### config.mk
export PLATFORM = sky130hd
export DESIGN_NAME = blob_track_table
export DESIGN_NICKNAME = d
export VERILOG_FILES = /design/src/hw/rtl/btt_pkg.sv /design/src/hw/rtl/blob_track_table.sv /design/src/hw/rtl/btt_cell.sv /design/src/hw/rtl/btt_dist.sv
export SDC_FILE = /design/constraint.sdc
export NUM_CORES = 2
export LEC_CHECK = 0
export ABC_AREA = 1
export CORE_MARGIN = 2
export CORE_UTILIZATION = 35
export DETAILED_ROUTE_END_ITERATION = 8
export DONT_BUFFER_PORTS = 1
export GPL_TIMING_DRIVEN = 1
export PLACE_DENSITY = 0.56
export SLEW_MARGIN = 10
export SYNTH_ARGS = -nofsm -noshare
export SYNTH_HDL_FRONTEND = slang
export SYNTH_SLANG_ARGS = --single-unit
### constraint.sdc
create_clock -name clk -period 16.25 [get_ports clk]
set_input_delay 0.8125 -clock clk [delete_from_list [all_inputs] [get_ports clk]]
set_output_delay 0.8125 -clock clk [all_outputs]
set_load 0.05 [all_outputs]
### src/hw/rtl/btt_pkg.sv
package btt_pkg;

    localparam int MAX_TRACKS = 64;
    localparam int COORD_BITS = 12;

    localparam int CTR_W   = COORD_BITS + 1;
    localparam int IDX_W   = (MAX_TRACKS > 1) ? $clog2(MAX_TRACKS) : 1;
    localparam int CNT_W   = $clog2(MAX_TRACKS + 1);
    localparam int SCAN_W  = $clog2(MAX_TRACKS + 2);
    localparam int SQ_W    = 2 * CTR_W;
    localparam int SUM_W   = SQ_W + 1;
    localparam int R_SQ_W  = 2 * COORD_BITS;

    localparam int OUT_IDX_W = 6;
    localparam int OUT_CNT_W = 7;

    localparam int SEARCH_LIMIT = 500;
    localparam logic [SUM_W-1:0] SEARCH_LIMIT_SQ = SUM_W'(SEARCH_LIMIT * SEARCH_LIMIT);

    localparam int CFG_IDX_W = 3;

    localparam logic [COORD_BITS-1:0] RST_CENTER_X = COORD_BITS'(622);
    localparam logic [COORD_BITS-1:0] RST_CENTER_Y = COORD_BITS'(522);
    localparam logic [COORD_BITS-1:0] RST_RADIUS   = COORD_BITS'(495);
    localparam logic [COORD_BITS-1:0] RST_MARGIN   = COORD_BITS'(35);
    localparam logic [COORD_BITS-1:0] RST_MIN_SIZE = COORD_BITS'(4);
    localparam logic [COORD_BITS-1:0] RST_MERGE    = COORD_BITS'(20);

    typedef enum logic [CFG_IDX_W-1:0] {
        REG_CENTER_X = 3'd0,
        REG_CENTER_Y = 3'd1,
        REG_RADIUS   = 3'd2,
        REG_MARGIN   = 3'd3,
        REG_MIN_SIZE = 3'd4,
        REG_MERGE    = 3'd5
    } cfg_reg_t;

    typedef enum logic [2:0] {
        ACT_SMALL   = 3'd0,
        ACT_OUTSIDE = 3'd1,
        ACT_APPEND  = 3'd2,
        ACT_UPDATE  = 3'd3,
        ACT_FULL    = 3'd4,
        ACT_CLEAR   = 3'd5
    } action_t;

    typedef enum logic [1:0] {
        S_IDLE,
        S_REGION,
        S_SCAN,
        S_FINISH
    } state_t;

    typedef struct packed {
        logic                  req_type;
        logic [COORD_BITS-1:0] box_x;
        logic [COORD_BITS-1:0] box_y;
        logic [COORD_BITS-1:0] box_width;
        logic [COORD_BITS-1:0] box_height;
        logic                  dim_frame;
    } req_t;

    typedef struct packed {
        action_t               action;
        logic [OUT_IDX_W-1:0]  entry_index;
        logic [CTR_W-1:0]      center_x;
        logic [CTR_W-1:0]      center_y;
        logic [OUT_CNT_W-1:0]  tracked_count;
    } res_t;

    typedef struct packed {
        logic [CTR_W-1:0] x;
        logic [CTR_W-1:0] y;
    } point_t;

    typedef struct packed {
        logic shift;
        logic load;
    } cell_ctl_t;

    typedef struct packed {
        logic             vld;
        logic [IDX_W-1:0] idx;
    } dist_tag_t;

endpackage

### src/hw/rtl/blob_track_table.sv
// Tracked blob table. A word is taken when start is high and busy is low; each word
// yields exactly one result word, shown on result for the single cycle in which done
// is high, and the receiver must take it then. A clear word or a too-small candidate
// answers in the cycle after acceptance. A candidate outside the region answers once
// its region check has left the distance unit; every other candidate answers after the
// stored centers rotate once around the chain of cells past the single two-stage
// distance unit, one entry per cycle, plus the region check ahead of it and the
// write-back after it. Busy is high through region check, scan and write-back,
// and one word is in work at a time. The user must write the configuration registers
// through cfg_we/cfg_index/cfg_data only while idle; the block does not enforce it.
module blob_track_table
    import btt_pkg::*;
(
    input  logic                 clk,
    input  logic                 rst_n,
    input  logic                 start,
    input  req_t                 req,
    output logic                 busy,
    output logic                 done,
    output res_t                 result,
    input  logic                 cfg_we,
    input  logic [CFG_IDX_W-1:0] cfg_index,
    input  logic [COORD_BITS-1:0] cfg_data
);

    state_t state_reg, state_next;
    logic [SCAN_W-1:0] sc_reg, sc_next;
    logic [CNT_W-1:0]  count_reg, count_next;
    logic              found_reg, found_next;
    logic              done_reg, done_next;

    logic [COORD_BITS-1:0] cfg_cx_reg, cfg_cy_reg, cfg_radius_reg;
    logic [COORD_BITS-1:0] cfg_margin_reg, cfg_min_reg, cfg_merge_reg;

    point_t                cand_reg, cand_next;
    logic [COORD_BITS-1:0] ar_reg, ar_next;
    logic [R_SQ_W-1:0]     sr_reg, sr_next;
    logic [R_SQ_W-1:0]     sm_reg, sm_next;
    logic [SUM_W-1:0]      best_reg, best_next;
    logic [IDX_W-1:0]      best_idx_reg, best_idx_next;
    res_t                  res_reg, res_next;

    point_t    cell_pt  [MAX_TRACKS];
    cell_ctl_t cell_ctl [MAX_TRACKS];

    dist_tag_t        feed_tag, dist_tag;
    point_t           feed_b, region_pt;
    logic [SUM_W-1:0] dist_sum;

    logic             accept;
    logic [COORD_BITS-1:0] side;
    logic [CTR_W-1:0] thr;
    point_t           cx_pt;
    logic             too_small;
    logic             region_in;
    logic             scan_last;
    logic             upd;
    logic             full;
    logic             wr_en;
    logic [IDX_W-1:0] wr_idx;

    assign accept    = start && !busy;
    assign side      = (req.box_width > req.box_height) ? req.box_width : req.box_height;
    assign thr       = req.dim_frame ? {cfg_min_reg, 1'b0} : {1'b0, cfg_min_reg};
    assign cx_pt.x   = CTR_W'(req.box_x) + CTR_W'(req.box_width >> 1);
    assign cx_pt.y   = CTR_W'(req.box_y) + CTR_W'(req.box_height >> 1);
    assign too_small = CTR_W'(side) <= thr;
    assign region_pt.x = CTR_W'(cfg_cx_reg);
    assign region_pt.y = CTR_W'(cfg_cy_reg);
    assign region_in = dist_sum < SUM_W'(sr_reg);
    assign scan_last = sc_reg == SCAN_W'(MAX_TRACKS + 1);
    assign upd       = found_reg && (best_reg <= SUM_W'(sm_reg));
    assign full      = count_reg >= CNT_W'(MAX_TRACKS);

    // configuration registers
    always_ff @(posedge clk or negedge rst_n)
    begin
        if (!rst_n)
        begin
            cfg_cx_reg     <= RST_CENTER_X;
            cfg_cy_reg     <= RST_CENTER_Y;
            cfg_radius_reg <= RST_RADIUS;
            cfg_margin_reg <= RST_MARGIN;
            cfg_min_reg    <= RST_MIN_SIZE;
            cfg_merge_reg  <= RST_MERGE;
        end
        else if (cfg_we)
        begin
            case (cfg_index)
                REG_CENTER_X: cfg_cx_reg     <= cfg_data;
                REG_CENTER_Y: cfg_cy_reg     <= cfg_data;
                REG_RADIUS:   cfg_radius_reg <= cfg_data;
                REG_MARGIN:   cfg_margin_reg <= cfg_data;
                REG_MIN_SIZE: cfg_min_reg    <= cfg_data;
                REG_MERGE:    cfg_merge_reg  <= cfg_data;
                default: ;
            endcase
        end
    end

    // next state
    always_comb
    begin
        state_next = state_reg;
        case (state_reg)
            S_IDLE:
            begin
                if (accept && !req.req_type && !too_small)
                begin
                    state_next = S_REGION;
                end
            end
            S_REGION:
            begin
                if (sc_reg == SCAN_W'(2))
                begin
                    state_next = region_in ? S_SCAN : S_IDLE;
                end
            end
            S_SCAN:
            begin
                if (scan_last)
                begin
                    state_next = S_FINISH;
                end
            end
            S_FINISH:
            begin
                state_next = S_IDLE;
            end
            default:
            begin
                state_next = S_IDLE;
            end
        endcase
    end

    // control outputs: chain rotation, distance feed, cell writes
    always_comb
    begin
        busy         = state_reg != S_IDLE;
        feed_tag.vld = (state_reg == S_SCAN) && (sc_reg < SCAN_W'(count_reg));
        feed_tag.idx = sc_reg[IDX_W-1:0];
        feed_b       = (state_reg == S_REGION) ? region_pt : cell_pt[0];
        wr_en        = (state_reg == S_FINISH) && (upd || !full);
        wr_idx       = upd ? best_idx_reg : count_reg[IDX_W-1:0];
        for (int i = 0; i < MAX_TRACKS; i++)
        begin
            cell_ctl[i].shift = (state_reg == S_SCAN) && (sc_reg < SCAN_W'(MAX_TRACKS));
            cell_ctl[i].load  = wr_en && (wr_idx == IDX_W'(i));
        end
    end

    // datapath
    always_comb
    begin
        sc_next       = sc_reg;
        count_next    = count_reg;
        found_next    = found_reg;
        done_next     = 1'b0;
        cand_next     = cand_reg;
        best_next     = best_reg;
        best_idx_next = best_idx_reg;
        res_next      = res_reg;
        ar_next       = (cfg_radius_reg >= cfg_margin_reg) ?
                        (cfg_radius_reg - cfg_margin_reg) : (cfg_margin_reg - cfg_radius_reg);
        sr_next       = R_SQ_W'(ar_reg) * R_SQ_W'(ar_reg);
        sm_next       = R_SQ_W'(cfg_merge_reg) * R_SQ_W'(cfg_merge_reg);

        // keep the nearest entry strictly closer than the best so far
        if (dist_tag.vld && (dist_sum < best_reg))
        begin
            best_next     = dist_sum;
            best_idx_next = dist_tag.idx;
            found_next    = 1'b1;
        end

        case (state_reg)
            S_IDLE:
            begin
                sc_next = '0;
                if (accept)
                begin
                    if (req.req_type)
                    begin
                        count_next = '0;
                        res_next   = '{ACT_CLEAR, '0, '0, '0, '0};
                        done_next  = 1'b1;
                    end
                    else
                    begin
                        cand_next = cx_pt;
                        if (too_small)
                        begin
                            res_next  = '{ACT_SMALL, '0, cx_pt.x, cx_pt.y,
                                          OUT_CNT_W'(count_reg)};
                            done_next = 1'b1;
                        end
                    end
                end
            end
            S_REGION:
            begin
                sc_next = sc_reg + SCAN_W'(1);
                if (sc_reg == SCAN_W'(2))
                begin
                    sc_next    = '0;
                    best_next  = SEARCH_LIMIT_SQ;
                    found_next = 1'b0;
                    if (!region_in)
                    begin
                        res_next  = '{ACT_OUTSIDE, '0, cand_reg.x, cand_reg.y,
                                      OUT_CNT_W'(count_reg)};
                        done_next = 1'b1;
                    end
                end
            end
            S_SCAN:
            begin
                sc_next = sc_reg + SCAN_W'(1);
            end
            S_FINISH:
            begin
                sc_next   = '0;
                done_next = 1'b1;
                if (upd)
                begin
                    res_next = '{ACT_UPDATE, OUT_IDX_W'(best_idx_reg), cand_reg.x,
                                 cand_reg.y, OUT_CNT_W'(count_reg)};
                end
                else if (full)
                begin
                    res_next = '{ACT_FULL, '0, cand_reg.x, cand_reg.y,
                                 OUT_CNT_W'(count_reg)};
                end
                else
                begin
                    count_next = count_reg + CNT_W'(1);
                    res_next   = '{ACT_APPEND, OUT_IDX_W'(count_reg[IDX_W-1:0]), cand_reg.x,
                                   cand_reg.y, OUT_CNT_W'(count_reg + CNT_W'(1))};
                end
            end
            default: ;
        endcase
    end

    always_ff @(posedge clk or negedge rst_n)
    begin
        if (!rst_n)
        begin
            state_reg <= S_IDLE;
            sc_reg    <= '0;
            count_reg <= '0;
            found_reg <= 1'b0;
            done_reg  <= 1'b0;
        end
        else
        begin
            state_reg <= state_next;
            sc_reg    <= sc_next;
            count_reg <= count_next;
            found_reg <= found_next;
            done_reg  <= done_next;
        end
    end

    always_ff @(posedge clk)
    begin
        cand_reg     <= cand_next;
        ar_reg       <= ar_next;
        sr_reg       <= sr_next;
        sm_reg       <= sm_next;
        best_reg     <= best_next;
        best_idx_reg <= best_idx_next;
        res_reg      <= res_next;
    end

    // ring of entries; each cell takes its right neighbor when rotating
    for (genvar i = 0; i < MAX_TRACKS; i++)
    begin : g_cell
        localparam int NB = (i + 1) % MAX_TRACKS;
        btt_cell u_cell (
            .clk   (clk),
            .ctl   (cell_ctl[i]),
            .nbr   (cell_pt[NB]),
            .wr_pt (cand_reg),
            .pt    (cell_pt[i])
        );
    end

    btt_dist u_dist (
        .clk     (clk),
        .rst_n   (rst_n),
        .in_tag  (feed_tag),
        .a       (cand_reg),
        .b       (feed_b),
        .out_tag (dist_tag),
        .sum     (dist_sum)
    );

    assign done   = done_reg;
    assign result = res_reg;

endmodule

### src/hw/rtl/btt_cell.sv
module btt_cell
    import btt_pkg::*;
(
    input  logic      clk,
    input  cell_ctl_t ctl,
    input  point_t    nbr,
    input  point_t    wr_pt,
    output point_t    pt
);

    point_t pt_reg;

    // load and shift never coincide; load takes priority anyway
    always_ff @(posedge clk)
    begin
        if (ctl.load)
        begin
            pt_reg <= wr_pt;
        end
        else if (ctl.shift)
        begin
            pt_reg <= nbr;
        end
    end

    assign pt = pt_reg;

endmodule

### src/hw/rtl/btt_dist.sv
module btt_dist
    import btt_pkg::*;
(
    input  logic             clk,
    input  logic             rst_n,
    input  dist_tag_t        in_tag,
    input  point_t           a,
    input  point_t           b,
    output dist_tag_t        out_tag,
    output logic [SUM_W-1:0] sum
);

    logic [CTR_W-1:0] adx_reg, adx_next;
    logic [CTR_W-1:0] ady_reg, ady_next;
    logic [SQ_W-1:0]  sx_reg, sx_next;
    logic [SQ_W-1:0]  sy_reg, sy_next;
    dist_tag_t        tag1_reg, tag2_reg;

    always_comb
    begin
        adx_next = (a.x >= b.x) ? (a.x - b.x) : (b.x - a.x);
        ady_next = (a.y >= b.y) ? (a.y - b.y) : (b.y - a.y);
        sx_next  = SQ_W'(adx_reg) * SQ_W'(adx_reg);
        sy_next  = SQ_W'(ady_reg) * SQ_W'(ady_reg);
    end

    always_ff @(posedge clk or negedge rst_n)
    begin
        if (!rst_n)
        begin
            tag1_reg <= '0;
            tag2_reg <= '0;
        end
        else
        begin
            tag1_reg <= in_tag;
            tag2_reg <= tag1_reg;
        end
    end

    always_ff @(posedge clk)
    begin
        adx_reg <= adx_next;
        ady_reg <= ady_next;
        sx_reg  <= sx_next;
        sy_reg  <= sy_next;
    end

    assign out_tag = tag2_reg;
    assign sum     = SUM_W'(sx_reg) + SUM_W'(sy_reg);

endmodule

Yosys cells after proc, flatten, opt, wreduce, memory -nomap -nowiden
Cells that the tools add are included.

storage, ports and cells
  register bits after elaboration = 2007
  bits of input ports = 69
  output and inout bits = 44
  word-level logic and storage cells = 593

cells by class
  add/subtract/negate cells = 11
  multipliers = 4
  order comparisons = 11
  equality and inequality tests = 82
  muxes and demuxes = 167
  bitwise logic cells = 1
  reductions and logical operators = 158

operators with widths
  operator                                             number
  2-to-1 mux 26 bit                                    129
  2-to-1 mux 42 bit                                    7
  equality test 6 bit, second input constant           32
  nonzero test 2 bit                                   66
  one-hot mux 42 bit (3 select lines)                  1
  equality test 6 x 5 -> 1 bit, second input constant  16
  2-to-1 mux 27 bit                                    3
  logical AND 1 bit                                    72
  multiplier 13 x 13 -> 26 bit                         2
  subtractor 13 bit                                    4
  equality test 6 x 4 -> 1 bit, second input constant  8
  multiplier 12 x 12 -> 24 bit                         2
  2-to-1 mux 13 bit                                    3
  2-to-1 mux 7 bit                                     5
  adder 26 x 26 -> 27 bit                              1
  <= comparator 27 x 24 -> 1 bit                       1
  < comparator 27 x 24 -> 1 bit                        1
  < comparator 27 bit                                  1
  adder 12 x 11 -> 13 bit                              2
  greater-or-equal comparator 13 bit                   2
  equality test 6 x 3 -> 1 bit, second input constant  4
  2-to-1 mux 12 bit                                    2
  subtractor 12 bit                                    2
  one-hot mux 7 bit (3 select lines)                   1
  other kinds (35)                                     67

Logic depth before layout (Yosys ltp)
  depth in word-level cells = 7
  depth in mapped cells = 24
  mapped depth without buffers = 23

Modules after synthesis
A second synthesis with hierarchy kept.

second synthesis, totals
  cell total of the unflattened synthesis = 12489
  area total of the unflattened synthesis = 112700.6 um^2

by module, submodules not included
  module            instances  cells each  area an instance (um^2)  seq. area each (um^2)
  btt_cell          64         111         1137.3                   780.7
  blob_track_table  1          2809        22676.7                  6204.7
  btt_dist          1          2576        17234.0                  1871.8

Worst setup path before layout
OpenSTA, ideal clock, no wires.

  path kind = reg2reg
  start = register ar_reg[6]
  end = register sr_reg[21]
  setup time = 127 ps
  data arrival time = 5058 ps
  data required time = 16123 ps
  setup slack = 11065 ps
  cell stages (with the launch flop) = 22
  buffers on the path = 1
  period minus slack after synthesis = 5185 ps
  cell sequence = dfxtp_1 > clkbuf_1 > nand2_1 > inv_1 > fa_1 > fa_1 > inv_1 > fa_1 > inv_1 > fa_1 > inv_1 > fa_1 > inv_1 > ha_1 > a21oi_1 > o21a_1 > nand2_1 > a21boi_0 > o21ai_0 > a21boi_0 > o21ai_0 > xor2_1

on the way
  word-level cells in the longest chain between the ends = 1

ends and longest elaborated chain
  element                       line                     source
  start: declaration            blob_track_table.sv:36   logic [COORD_BITS-1:0] ar_reg, ar_next;
  start signal: assignment      blob_track_table.sv:270  ar_reg <= ar_next;
  multiplier 12 x 12 -> 24 bit  blob_track_table.sv:167  sr_next = R_SQ_W'(ar_reg) * R_SQ_W'(ar_reg);
  named net sr_next[21]         blob_track_table.sv:37   logic [R_SQ_W-1:0] sr_reg, sr_next;
  end signal: assignment        blob_track_table.sv:271  sr_reg <= sr_next;
  end: declaration              blob_track_table.sv:37

The timed path passes the listed nets, and every way through them passes these cells.
A chain may end at the register's enable or synchronous reset.

Final worst setup path
  start = register sm_reg[18]
  end = register g_cell[59].u_cell.pt_reg (netlist bit g_cell[59].u_cell.pt[10]) (enable)

on the way
  word-level cells in the longest chain between the ends = 6
  elaborated cells between the ends (all ways) = 8
  classes of those cells = 1 x order compare; 1 x eq/ne; 1 x mux; 5 x reduce/logical

ends and longest elaborated chain
  element                                                   line                                              source
  start: declaration                                        blob_track_table.sv:38                            logic [R_SQ_W-1:0] sm_reg, sm_next;
  start signal: assignment                                  blob_track_table.sv:272                           sm_reg <= sm_next;
  <= comparator 27 x 24 -> 1 bit *                          blob_track_table.sv:72                            assign upd = found_reg && (best_reg <= SUM_W'(sm_reg));
  logical AND 1 bit *                                       blob_track_table.sv:72
  2-to-1 mux 6 bit or logical OR 1 bit (tied branches)      blob_track_table.sv:146, blob_track_table.sv:145
  equality test 6 bit or logical AND 1 bit (tied branches)  blob_track_table.sv:150, blob_track_table.sv:145
  logical AND 1 bit *                                       blob_track_table.sv:150                           cell_ctl[i].load = wr_en && (wr_idx == IDX_W'(i));
  nonzero test 2 bit (no source line) *                     -
  end signal: assignment                                    btt_cell.sv:18                                    pt_reg <= wr_pt;
  end signal: assignment                                    btt_cell.sv:22                                    pt_reg <= nbr;
  end: declaration                                          btt_cell.sv:11                                    point_t pt_reg;

Every way passes the cells marked *; elsewhere a longest branch is shown, timed or not.

==> reports/metrics.cfg <==
[placed_design]
port_buffers=0
hpwl_mm=205.4
place.gp.congestion=0.8809

[clock_network]
ctsResizeCount=0
postCtsSetupRepairBufs=0
numCtsBuffers=219
clkSlewWorstSetupHoldPaths_ps=60
clockBufferDepth=4
postCtsHoldBufs=2
insertion_delay_ps=930
cts-root-buf=clkbuf_16
cts_tree=built
clock_sinks=2003
htreeDepth=4

[sta]
tightest_slew_ps=1224
finalHoldViolCount=0
finalMaxSlewViolations=0
finClkSkew_ps=111.1
setup_viol=0
hold_ws_ps=200.1
clock.fmax_mhz=156.3
rsz0062_at_grt=no
tns_ps=0
fin_crit_ps=6397
finalCritPeriodShare=0.3936
relSlewSlack=0.1818

[worst_setup_path]
critPathMaxStageDelay_ps=960
cp_data_required_time_ps=16720
cp_top_family=simple AND/OR/NAND/NOR gates
start_kind=register
r2r_slack_ps=9850
arrival_ps=6870
crit_buf_inv=4
path_cells=inv_1, ha_1, nand2_1, nor2_1, nand2_1, nor3_1, nand2_1, nand2_1, nand2_2, nand2_2, nand2_1, nand2_2, nand2_2, nor2_4, buf_4, buf_4, buf_4, nand2_2, nand2_1
path_class=reg -> reg
cpMostUsedCell=nand2_1
r2r_end=g_cell[59].u_cell.pt[10]$_DFFE_PP_
crit_path_end_kind=register
reg2reg_from=sm_reg[18]$_DFF_P_
ff2ff_path_depth=19
worst-path-max-fanout=79
crit_slowest_cell=nand2_1

[logic_synthesis]
synth.most_common_cell=nand2_1
synthCells=12010
synth_edf_count=1738
ys_ff_latch=2003
synth_top_cell_by_area=edfxtp_1
yosys_warnings=0
synth.cell_area_um2=111500
synthTopCellsByArea=edfxtp_1 (47%), nand2_1 (14%), nand3_1 (7.8%), fa_1 (6.4%), ha_1 (5.4%)
syn_area_per_cell_um2=9.290
synth_top_area_share=0.4680
syn-num-nets=12910
synth_cell_types=56
ys.flop_type=edfxtp_1
ys_seq_area_frac=0.5205
synth-async-reset-ratio=0.05192
synth_common_cells=nand2_1 (4,262), nand3_1 (1,739), edfxtp_1 (1,738)

[worst_hold_path]
worstHoldStart=req[49]
hold_path.class=in -> reg
whs_path_depth=3
hold_path_end=state_reg[0]$_DFFE_PN0P_

[job]
drv_cap=0

[global_routing]
grt_pass1_vias=78930
grt_start_max_net_pins=205
antenna_found_initial=13
gr-usage-all-layers=0.1890
overflow=0
grt_pass1_wl_mm=477.4

[floorplan]
row_count=207
start_util=0.3512
io_pins=113
die_area_um2=323200
core_area_um2=317500
die_w_um=568.5
fp.dieH_um=568.5

[routing]
drt-initial-drc-count=7002
drc=0
final_antenna_net_count=0
wl_per_cell_um=19.52
first_pass_iters=6
dr_total_vias=80330
via_per_inst=5.040
drt_wl_total_mm=311.1

[final_layout]
largest_reg_flops=1664
num-fill-cells=31710
area_growth_pct=8.535
final_core_util=0.3812
num-nets-final=12480
final_layout_size_suffix_gt1_frac=0.05180

[run_status]
outcome=complete, no violations

## worst register-to-register path: stages (launching register included)
cell and delay [ps]:
dfxtp_1 310, inv_1 40, ha_1 280, nand2_1 90
nor2_1 150, nand2_1 70, nor3_1 180, nand2_1 70
nand2_1 170, nand2_2 140, nand2_2 220, nand2_1 120
nand2_2 160, nand2_2 120, nor2_4 530, buf_4 570
buf_4 580, buf_4 750, nand2_2 490, nand2_1 960
## worst max path at each step
stage	from	to	slack [ps]	cells past startpoint
global placement	sm_reg[14]$_DFF_P_	g_cell[59].u_cell.pt[5]$_DFFE_PP_	9930	20
CTS	sm_reg[18]$_DFF_P_	g_cell[59].u_cell.pt[10]$_DFFE_PP_	9890	19
finish	sm_reg[18]$_DFF_P_	g_cell[59].u_cell.pt[10]$_DFFE_PP_	9850	19
global route	sm_reg[18]$_DFF_P_	g_cell[59].u_cell.pt[10]$_DFFE_PP_	9320	19
detailed placement	sm_reg[18]$_DFF_P_	g_cell[59].u_cell.pt[0]$_DFFE_PP_	9940	19
floorplan	ar_reg[6]$_DFF_P_	sr_reg[21]$_DFF_P_	11070	21
## cell type report
cell class              count  area [um2]  area share
diodes                      3       7.507  0.00006202
clock buffers             276        5774     0.04771
clock inverters           120        1072    0.008859
inverters                1159        4350     0.03594
multi-input cells        8063       45470      0.3756
flip-flops and latches   2003       58040      0.4795
well taps                4180        5230     0.04321
repair buffers            136        1094    0.009035
## stage by stage
stage | setup slack [ps] | cells | area (um2)
after floorplan | 11070 | 12010 | 111500
after global placement | 9935 | 15540 | 114100
after detailed placement | 9944 | 15540 | 114100
after CTS | 9889 | 15940 | 121000
after global routing | 9318 | 15940 | 121000
final | 9853 | 15940 | 121000
## cell families after synthesis
family | share of synthesized area
DFF | 0.5205
xor gates and xnor gates | 0.01539
muxes | 0.001100
AOI/OAI and AO/OA | 0.03295
adders and majority gates | 0.1174
and+or+nand+nor | 0.2407
buffers and inverters | 0.07203
## per-layer routing
layer	wire length, um	GRT usage	vias to the layer above
met5	0	0	-
met2	153100	0.3261	2199
met1	131700	0.2486	39230
met3	17700	0.02348	463
li1	-	-	38440
met4	8607	0.05244	0
## cell usage in the layout (no fill, tap or decap), types with 8 or more instances in the layout
| cell | netlist | layout |
|---|---|---|
| nand2_1 | 4262 | 4261 |
| nand3_1 | 1739 | 1739 |
| edfxtp_1 | 1738 | 1738 |
| inv_1 | 1152 | 1151 |
| ha_1 | 478 | 478 |
| fa_1 | 355 | 355 |
| a21oi_1 | 272 | 272 |
| o21ai_0 | 239 | 239 |
| clkbuf_16 | 0 | 219 |
| nor2_1 | 164 | 163 |
| dfxtp_1 | 161 | 161 |
| buf_4 | 95 | 130 |
| xor2_1 | 125 | 125 |
| dfrtp_1 | 81 | 81 |
| xnor2_1 | 71 | 71 |
| clkbuf_1 | 377 | 49 |
| nand2_2 | 48 | 48 |
| clkinv_2 | 0 | 48 |
| clkinv_1 | 2 | 38 |
| nand4_1 | 34 | 34 |
| or2_2 | 30 | 30 |
| nand2_4 | 28 | 29 |
| o21bai_1 | 23 | 23 |
| dfstp_2 | 23 | 23 |
| nor3_1 | 22 | 22 |
| o22ai_1 | 19 | 19 |
| a31oi_1 | 17 | 17 |
| a21o_1 | 16 | 16 |
| bufinv_16 | 0 | 15 |
| o211ai_1 | 14 | 14 |
| nor2_4 | 10 | 11 |
| a221oi_1 | 10 | 10 |
| mux2i_1 | 10 | 10 |
| nor2_8 | 10 | 10 |
| a21boi_0 | 8 | 8 |
| clkbuf_8 | 0 | 8 |
Power is left out: the tool's default activity adds up to more than one toggle a clock period on the data nets, which glitch-free logic cannot reach.
